### src/design/dms_pkg.sv
// shared types and constants for the dataset statistics block
// word layouts, accumulator status, engine status and sequencer states
// no dependencies
package dms_pkg;

	localparam int MAX_COUNT     = 4096;
	localparam int SAMPLE_BITS   = 16;
	localparam int FRACTION_BITS = 8;

	localparam int COUNT_BITS = $clog2(MAX_COUNT + 1);
	localparam int LOG_COUNT  = $clog2(MAX_COUNT);
	localparam int SUM_BITS   = SAMPLE_BITS + LOG_COUNT;
	localparam int SQ_BITS    = 2 * SAMPLE_BITS + LOG_COUNT - 1;
	localparam int PROD_BITS  = SAMPLE_BITS + SUM_BITS;
	localparam int WORK_BITS  = SQ_BITS;
	localparam int VAR_BITS   = 2 * SAMPLE_BITS;
	localparam int ROOT_BITS  = SAMPLE_BITS + FRACTION_BITS;
	localparam int REM_BITS   = ROOT_BITS + 3;
	localparam int STEP_BITS  = $clog2(WORK_BITS);

	typedef struct packed {
		logic signed [SAMPLE_BITS-1:0] sample;
		logic                          last;
	} in_t;

	typedef struct packed {
		logic signed [SAMPLE_BITS-1:0] mean;
		logic [ROOT_BITS-1:0]          std_dev_q8;
		logic signed [SAMPLE_BITS-1:0] minimum;
		logic signed [SAMPLE_BITS-1:0] maximum;
		logic [COUNT_BITS-1:0]         sample_count;
		logic                          overflow;
	} out_t;

	typedef struct packed {
		logic signed [SUM_BITS-1:0]    sum;
		logic [SQ_BITS-1:0]            sq;
		logic [COUNT_BITS-1:0]         count;
		logic signed [SAMPLE_BITS-1:0] min_val;
		logic signed [SAMPLE_BITS-1:0] max_val;
		logic                          too_many;
	} acc_t;

	typedef struct packed {
		logic busy;
		logic done;
		logic acc_clear;
	} eng_stat_t;

	typedef enum logic [2:0] {
		ST_IDLE,
		ST_LOAD,
		ST_DIV_MEAN,
		ST_MUL,
		ST_DEV,
		ST_DIV_VAR,
		ST_PREP,
		ST_ROOT
	} state_t;

endpackage

### src/design/dms_accum.sv
// running sum, sum of squares, count, minimum and maximum of the current set
// depends on dms_pkg
module dms_accum (
	input  logic                                    clk,
	input  logic                                    arst_n,
	input  logic                                    accept,
	input  logic signed [dms_pkg::SAMPLE_BITS-1:0]  sample,
	input  logic                                    clear,
	output dms_pkg::acc_t                           acc
);
	import dms_pkg::*;

	logic signed [SUM_BITS-1:0]    sum_q;
	logic [SQ_BITS-1:0]            sq_q;
	logic [COUNT_BITS-1:0]         count_q;
	logic signed [SAMPLE_BITS-1:0] min_q;
	logic signed [SAMPLE_BITS-1:0] max_q;
	logic                          too_many_q;
	logic                          full;
	logic signed [2*SAMPLE_BITS-1:0] square;

	assign full   = count_q >= COUNT_BITS'(MAX_COUNT);
	assign square = sample * sample;

	always_ff @(posedge clk or negedge arst_n) begin
		if (!arst_n) begin
			sum_q      <= '0;
			sq_q       <= '0;
			count_q    <= '0;
			too_many_q <= 1'b0;
		end else if (clear) begin
			sum_q      <= '0;
			sq_q       <= '0;
			count_q    <= '0;
			too_many_q <= 1'b0;
		end else if (accept) begin
			if (full) begin
				too_many_q <= 1'b1;
			end else begin
				sum_q   <= sum_q + SUM_BITS'(sample);
				sq_q    <= sq_q + SQ_BITS'($unsigned(square));
				count_q <= count_q + 1'b1;
			end
		end
	end

	always_ff @(posedge clk) begin
		if (accept && !full) begin
			if (count_q == '0 || sample < min_q) begin
				min_q <= sample;
			end
			if (count_q == '0 || sample > max_q) begin
				max_q <= sample;
			end
		end
	end

	assign acc.sum      = sum_q;
	assign acc.sq       = sq_q;
	assign acc.count    = count_q;
	assign acc.min_val  = min_q;
	assign acc.max_val  = max_q;
	assign acc.too_many = too_many_q;

endmodule

### src/design/dms_unit.sv
// shared trial subtractor used by both divisions and the square root
// depends on dms_pkg
module dms_unit (
	input  logic [dms_pkg::REM_BITS-1:0] a,
	input  logic [dms_pkg::REM_BITS-1:0] b,
	output logic [dms_pkg::REM_BITS-1:0] diff,
	output logic                         borrow
);
	import dms_pkg::*;

	assign {borrow, diff} = {1'b0, a} - {1'b0, b};

endmodule

### src/design/dms_engine.sv
// end-of-set sequencer: mean division, deviation sum, variance division, square root
// depends on dms_pkg and dms_unit
module dms_engine (
	input  logic               clk,
	input  logic               arst_n,
	input  logic               start,
	input  logic               taken,
	input  dms_pkg::acc_t      acc,
	output dms_pkg::eng_stat_t stat,
	output dms_pkg::out_t      result
);
	import dms_pkg::*;

	state_t state_q, state_d;
	logic [STEP_BITS-1:0] step_q;
	logic                 div_last, root_last;

	logic [COUNT_BITS-1:0]         n_q;
	logic                          neg_q;
	logic [SUM_BITS-1:0]           abs_s_q;
	logic [SQ_BITS-1:0]            sq_q;
	logic signed [SAMPLE_BITS-1:0] min_q;
	logic signed [SAMPLE_BITS-1:0] max_q;
	logic                          ovf_q;
	logic [WORK_BITS-1:0]          work_q;
	logic [REM_BITS-1:0]           rem_q;
	logic [SAMPLE_BITS-1:0]        absm_q;
	logic [PROD_BITS-1:0]          prod_q;
	logic [VAR_BITS-1:0]           rad_q;
	logic [ROOT_BITS-1:0]          root_q;

	logic [COUNT_BITS:0]    div_shift;
	logic [REM_BITS-1:0]    root_shift;
	logic [REM_BITS-1:0]    op_a, op_b, diff;
	logic                   borrow;
	logic [SUM_BITS-1:0]    sum_adj;
	logic [PROD_BITS-1:0]   prod_c;
	logic                   done_q;

	assign div_last  = step_q == STEP_BITS'(WORK_BITS - 1);
	assign root_last = step_q == STEP_BITS'(ROOT_BITS - 1);

	assign div_shift  = {rem_q[COUNT_BITS-1:0], work_q[WORK_BITS-1]};
	assign root_shift = {rem_q[REM_BITS-3:0], rad_q[VAR_BITS-1 -: 2]};

	always_comb begin
		if (state_q == ST_ROOT) begin
			op_a = root_shift;
			op_b = REM_BITS'({root_q, 2'b01});
		end else begin
			op_a = REM_BITS'(div_shift);
			op_b = REM_BITS'(n_q);
		end
	end

	dms_unit u_unit (
		.a      (op_a),
		.b      (op_b),
		.diff   (diff),
		.borrow (borrow)
	);

	assign sum_adj = abs_s_q + SUM_BITS'(rem_q[COUNT_BITS-1:0]);
	assign prod_c  = PROD_BITS'(work_q[SAMPLE_BITS-1:0]) * PROD_BITS'(sum_adj);

	// done is a registered flag: the root has finished and the word is not yet taken
	always_comb begin
		state_d = state_q;
		case (state_q)
			ST_IDLE: begin
				if (start) state_d = ST_LOAD;
			end
			ST_LOAD:     state_d = ST_DIV_MEAN;
			ST_DIV_MEAN: begin
				if (div_last) state_d = ST_MUL;
			end
			ST_MUL:      state_d = ST_DEV;
			ST_DEV:      state_d = ST_DIV_VAR;
			ST_DIV_VAR: begin
				if (div_last) state_d = ST_PREP;
			end
			ST_PREP:     state_d = ST_ROOT;
			ST_ROOT: begin
				if (done_q && taken) state_d = ST_IDLE;
			end
			default:     state_d = ST_IDLE;
		endcase
	end

	always_comb begin
		stat.busy      = state_q != ST_IDLE;
		stat.done      = done_q;
		stat.acc_clear = state_q == ST_LOAD;
	end

	always_ff @(posedge clk or negedge arst_n) begin
		if (!arst_n) begin
			state_q <= ST_IDLE;
			step_q  <= '0;
			done_q  <= 1'b0;
		end else begin
			state_q <= state_d;
			case (state_q)
				ST_DIV_MEAN, ST_DIV_VAR: begin
					step_q <= div_last ? '0 : step_q + 1'b1;
				end
				ST_ROOT: begin
					if (!done_q) begin
						step_q <= root_last ? '0 : step_q + 1'b1;
						done_q <= root_last;
					end else if (taken) begin
						done_q <= 1'b0;
					end
				end
				default: begin
					step_q <= '0;
				end
			endcase
		end
	end

	always_ff @(posedge clk) begin
		case (state_q)
			ST_LOAD: begin
				neg_q   <= acc.sum[SUM_BITS-1];
				abs_s_q <= acc.sum[SUM_BITS-1] ? SUM_BITS'(-acc.sum) : SUM_BITS'(acc.sum);
				work_q  <= acc.sum[SUM_BITS-1] ? WORK_BITS'($unsigned(SUM_BITS'(-acc.sum)))
				                               : WORK_BITS'($unsigned(acc.sum));
				n_q     <= acc.count;
				sq_q    <= acc.sq;
				min_q   <= acc.min_val;
				max_q   <= acc.max_val;
				ovf_q   <= acc.too_many;
				rem_q   <= '0;
			end
			ST_DIV_MEAN, ST_DIV_VAR: begin
				rem_q  <= borrow ? REM_BITS'(div_shift) : diff;
				work_q <= {work_q[WORK_BITS-2:0], ~borrow};
			end
			ST_MUL: begin
				absm_q <= work_q[SAMPLE_BITS-1:0];
				prod_q <= prod_c;
			end
			ST_DEV: begin
				work_q <= sq_q - prod_q[SQ_BITS-1:0];
				rem_q  <= '0;
			end
			ST_PREP: begin
				rad_q  <= work_q[VAR_BITS-1:0];
				rem_q  <= '0;
				root_q <= '0;
			end
			ST_ROOT: begin
				if (!done_q) begin
					rem_q  <= borrow ? root_shift : diff;
					root_q <= {root_q[ROOT_BITS-2:0], ~borrow};
					rad_q  <= {rad_q[VAR_BITS-3:0], 2'b00};
				end
			end
			default: begin
			end
		endcase
	end

	assign result.mean         = neg_q ? $signed(-absm_q) : $signed(absm_q);
	assign result.std_dev_q8   = root_q;
	assign result.minimum      = min_q;
	assign result.maximum      = max_q;
	assign result.sample_count = n_q;
	assign result.overflow     = ovf_q;

endmodule

### src/design/dataset_mean_stddev_minmax.sv
// dataset statistics top level: input handshake, accumulator, engine, output register
// depends on dms_pkg, dms_accum and dms_engine
//
// usage
// samples arrive on the item channel (item_valid, item_ready, item), one word each,
// with item.last set on the final sample of a set. while a set runs and the sequencer
// is idle, a word is taken every cycle and produces nothing on the result channel.
// the word carrying last starts the end-of-set sequence and item_ready drops for
// the whole sequence: a 43-step restoring division of the sum by the count, one
// multiply and one subtract for the deviation sum, a second 43-step division for
// the variance and a 24-step square root, all through one shared subtractor.
// the result word appears on the result channel (result_valid, result_ready,
// result) once the square root has finished and the output register is free;
// sets are taken at one sample a cycle, with no samples taken during the sequence.
// the result sits in an output register; while it waits, the next set's samples
// are still taken, and a following sequence holds its finished word until the
// register frees, keeping item_ready low meanwhile.
// samples beyond the maximum count only raise the overflow flag.
// reset clears the sums, count and overflow flag, the sequencer and the valid flag.
module dataset_mean_stddev_minmax (
	input  logic          clk,
	input  logic          arst_n,
	input  logic          item_valid,
	output logic          item_ready,
	input  dms_pkg::in_t  item,
	output logic          result_valid,
	input  logic          result_ready,
	output dms_pkg::out_t result
);
	import dms_pkg::*;

	acc_t      acc;
	eng_stat_t stat;
	out_t      eng_result;
	out_t      result_q;
	logic      result_valid_q;
	logic      accept, start, taken;

	assign item_ready = !stat.busy;
	assign accept     = item_valid && item_ready;
	assign start      = accept && item.last;
	assign taken      = stat.done && (!result_valid_q || result_ready);

	dms_accum u_accum (
		.clk    (clk),
		.arst_n (arst_n),
		.accept (accept),
		.sample (item.sample),
		.clear  (stat.acc_clear),
		.acc    (acc)
	);

	dms_engine u_engine (
		.clk    (clk),
		.arst_n (arst_n),
		.start  (start),
		.taken  (taken),
		.acc    (acc),
		.stat   (stat),
		.result (eng_result)
	);

	always_ff @(posedge clk or negedge arst_n) begin
		if (!arst_n) begin
			result_valid_q <= 1'b0;
		end else if (taken) begin
			result_valid_q <= 1'b1;
		end else if (result_ready) begin
			result_valid_q <= 1'b0;
		end
	end

	always_ff @(posedge clk) begin
		if (taken) begin
			result_q <= eng_result;
		end
	end

	assign result_valid = result_valid_q;
	assign result       = result_q;

endmodule
### config.mk
export PLATFORM = sky130hd
export DESIGN_NAME = dataset_mean_stddev_minmax
export DESIGN_NICKNAME = d
export VERILOG_FILES = /design/src/design/dms_pkg.sv /design/src/design/dms_accum.sv /design/src/design/dms_unit.sv /design/src/design/dms_engine.sv /design/src/design/dataset_mean_stddev_minmax.sv
export SDC_FILE = /design/constraint.sdc
export NUM_CORES = 2
export LEC_CHECK = 0
export BUFFER_PORTS_ARGS = -buffer_cell sky130_fd_sc_hd__buf_4
export CAP_MARGIN = 5
export CELL_PAD_IN_SITES_DETAIL_PLACEMENT = 0
export CELL_PAD_IN_SITES_GLOBAL_PLACEMENT = 2
export CORE_MARGIN = 5
export CORE_UTILIZATION = 39
export CTS_BUF_LIST = sky130_fd_sc_hd__clkbuf_2 sky130_fd_sc_hd__clkbuf_4 sky130_fd_sc_hd__clkbuf_8
export DETAILED_ROUTE_END_ITERATION = 12
export PLACE_DENSITY_LB_ADDON = 0.1
export REMOVE_ABC_BUFFERS = 1
export SLEW_MARGIN = 20
export SYNTH_ARGS = -nofsm -noshare
export SYNTH_HDL_FRONTEND = slang
export SYNTH_HIERARCHICAL = 1
export SYNTH_SLANG_ARGS = --single-unit
### constraint.sdc
create_clock -name clk -period 9.3 [get_ports clk]
set_clock_uncertainty 0.15 [all_clocks]
set_input_delay 1.86 -clock clk [delete_from_list [all_inputs] [get_ports clk]]
set_output_delay 1.86 -clock clk [all_outputs]
set_load 0.02 [all_outputs]
==> flow_summary.json <==
{
  "status": "finished clean",
  "grt_pass1_vias": 39440,
  "gp_congestion": 0.8677,
  "met3_usage_pct": 2.406,
  "drive_above_1_share_pct": 14.26,
  "cp.required_ns": 9.67,
  "grt_pass1_wl_mm": 231.4,
  "core_area_sq_mm": 0.1315,
  "cts_buffer_depth": 3,
  "setup_viol": 0,
  "cts_tree": "done",
  "fp.dieW_um": 373.9,
  "start_util_pct": 39.29,
  "grt_use_met2_pct": 34.90,
  "io_buffers": 108,
  "slowest_delay_ns": 0.55,
  "fp-row-count": 133,
  "finalMaxSlewViolations": 0,
  "netlist_area_sq_mm": 0.05165,
  "antenna_found_initial": 1,
  "drc_errors": 0,
  "numCtsBuffers": 93,
  "vias": 37940,
  "clock-sinks": 515,
  "clk_pin_slew_worst_paths_ns": 0.07,
  "startpoint_type": "flop",
  "worst_path_max_delay_cell": "fa_1",
  "gr-max-usage-layer": "met2",
  "grt_max_degree": 67,
  "ant_nets": 0,
  "die_area_sq_mm": 0.1398,
  "num-fill-cells": 12840,
  "tightestPinTransition_ns": 1.019,
  "criticalPathCategory": "reg2reg",
  "clk_latency_ns": 0.77,
  "io_pins": 109,
  "worstRegToRegCells": 38,
  "drt_iter0_markers": 1965,
  "crit_path_max_fanout": 7,
  "synth_warnings": 6,
  "fin_setup_tns_ns": 0,
  "period_share_pct": 96.67,
  "via_per_inst": 4.956,
  "dp_cells": 7486,
  "cpMostUsedCell": "fa_1",
  "hp-class": "reg2reg",
  "fin_nets": 6833,
  "arrival_ns": 9.36,
  "min_period_ns": 8.991,
  "wire_per_inst_um": 19.06,
  "dp_hpwl_mm": 116.2,
  "syn_inst": 5358,
  "grt-ovfl-total": 0,
  "totalWireLength_mm": 145.9,
  "htreeDepth": 3,
  "track_usage_pct": 20.91,
  "drv_cap": 0,
  "clock.fmax_ghz": 0.1112,
  "syn_avg_cell_area_sq_um": 9.639,
  "max_slew_margin_pct": 32.07,
  "area_growth_pct": 15.62,
  "met1_usage_pct": 29.83,
  "whs_path_depth": 0,
  "die_h_um": 373.9,
  "dr.pass1.iters": 7,
  "clockRootBuffer": "clkbuf_8",
  "end_kind": "flop",
  "finalNonFillerCells": 7656,
  "hold_viol_final": 0
}
==> state kept, by name, indices dropped and copies added, names as in the netlist, 13 cells and up <==
name,cells
u_engine/n_q,13
u_engine/abs_s_q,28
u_accum/min_q,16
u_engine/rad_q,32
u_engine/rem_q,25
u_engine/work_q,43
u_engine/min_q,16
u_engine/sq_q,43
result,86
u_engine/root_q,24
u_engine/absm_q,16
u_accum/count_q,13
u_engine/prod_q,43
u_accum/sum_q,28
u_accum/max_q,16
u_accum/sq_q,43
u_engine/max_q,16
==> critical path: cells and delay by family, from the launching register on <==
kind	cells	cell delay, ns
AO/OA/AOI/OAI	12	1.92
AND/OR/NAND/NOR	5	0.92
adder cells (fa/ha/maj)	9	3.90
flip-flops	1	0.34
buffers and inverters	10	1.13
XOR/XNOR	2	0.38
==> final timing paths <==
kind                                    from             endpoint  slack (ns)
setup reg to reg           u_engine/rem_q[0]  u_engine/prod_q[40]        0.31
min in group asynchronous             arst_n   u_accum/count_q[7]        1.03
max in group asynchronous             arst_n     u_accum/sq_q[16]        6.76
setup / recovery           u_engine/rem_q[0]  u_engine/prod_q[40]        0.31
hold reg to reg            u_engine/min_q[8]           result[38]        0.26
hold / removal             u_engine/min_q[8]           result[38]        0.26
==> placed cells by master (no fill, tap or decap), types with 28 or more instances in the layout <==
master,count
dfrtp_1,96
nand2b_1,66
buf_4,573
ha_1,380
nor3_1,42
a21o_1,110
xnor2_1,179
o21a_1,28
inv_1,900
fa_1,600
edfxtp_1,419
a21oi_1,242
xor2_1,77
and2_1,253
nor2b_1,62
o21ai_0,203
clkbuf_8,100
nand3_1,51
nand2_1,778
nor2_1,188
nand4_1,29
==> per-layer routing <==
metal	wire, um	up-vias
li1	-	18370
met1	69430	18900
met2	69730	548
met3	4576	131
met4	2179	0
met5	0	-
==> final cells by class <==
type                       instances  area, sq um  share of cell area, %
sequential                       515        14980                  25.09
clock inverter                    45        297.8                 0.4987
clock buffer                     120         1526                  2.556
timing repair buffer             590         4616                  7.730
tap                             1755         2196                  3.677
multi-input combinational       3727        32700                  54.76
antenna                            2        5.005               0.008381
inverter                         902         3390                  5.676
==> metrics by stage <==
step | util (%) | worst slack, ns | hold WS, ns | area, sq um
2_1_floorplan | - | -3.070 | 0.2503 | 50810
3_3_place_gp | 43.88 | -0.4133 | 0.2546 | 57680
3_5_place_dp | 43.88 | -0.5340 | 0.2545 | 57690
4_1_cts | 45.28 | 0.02034 | 0.2666 | 59530
5_1_grt | 45.42 | -0.005195 | 0.2754 | 59710
6_report | 45.42 | 0.3093 | 0.2614 | 59710
==> repair_timing <==
action | in CTS | in global routing
hold buffers | 0 | 0
setup buffers | 0 | 2
gates cloned | 0 | 1
pin swaps | 3 | 21
resized for setup | 8 | 46
setup endpoints to repair | 14 | 26
Power is not shown: default switching activity piles up to over one toggle a cycle in this logic, so the estimate is an artifact.
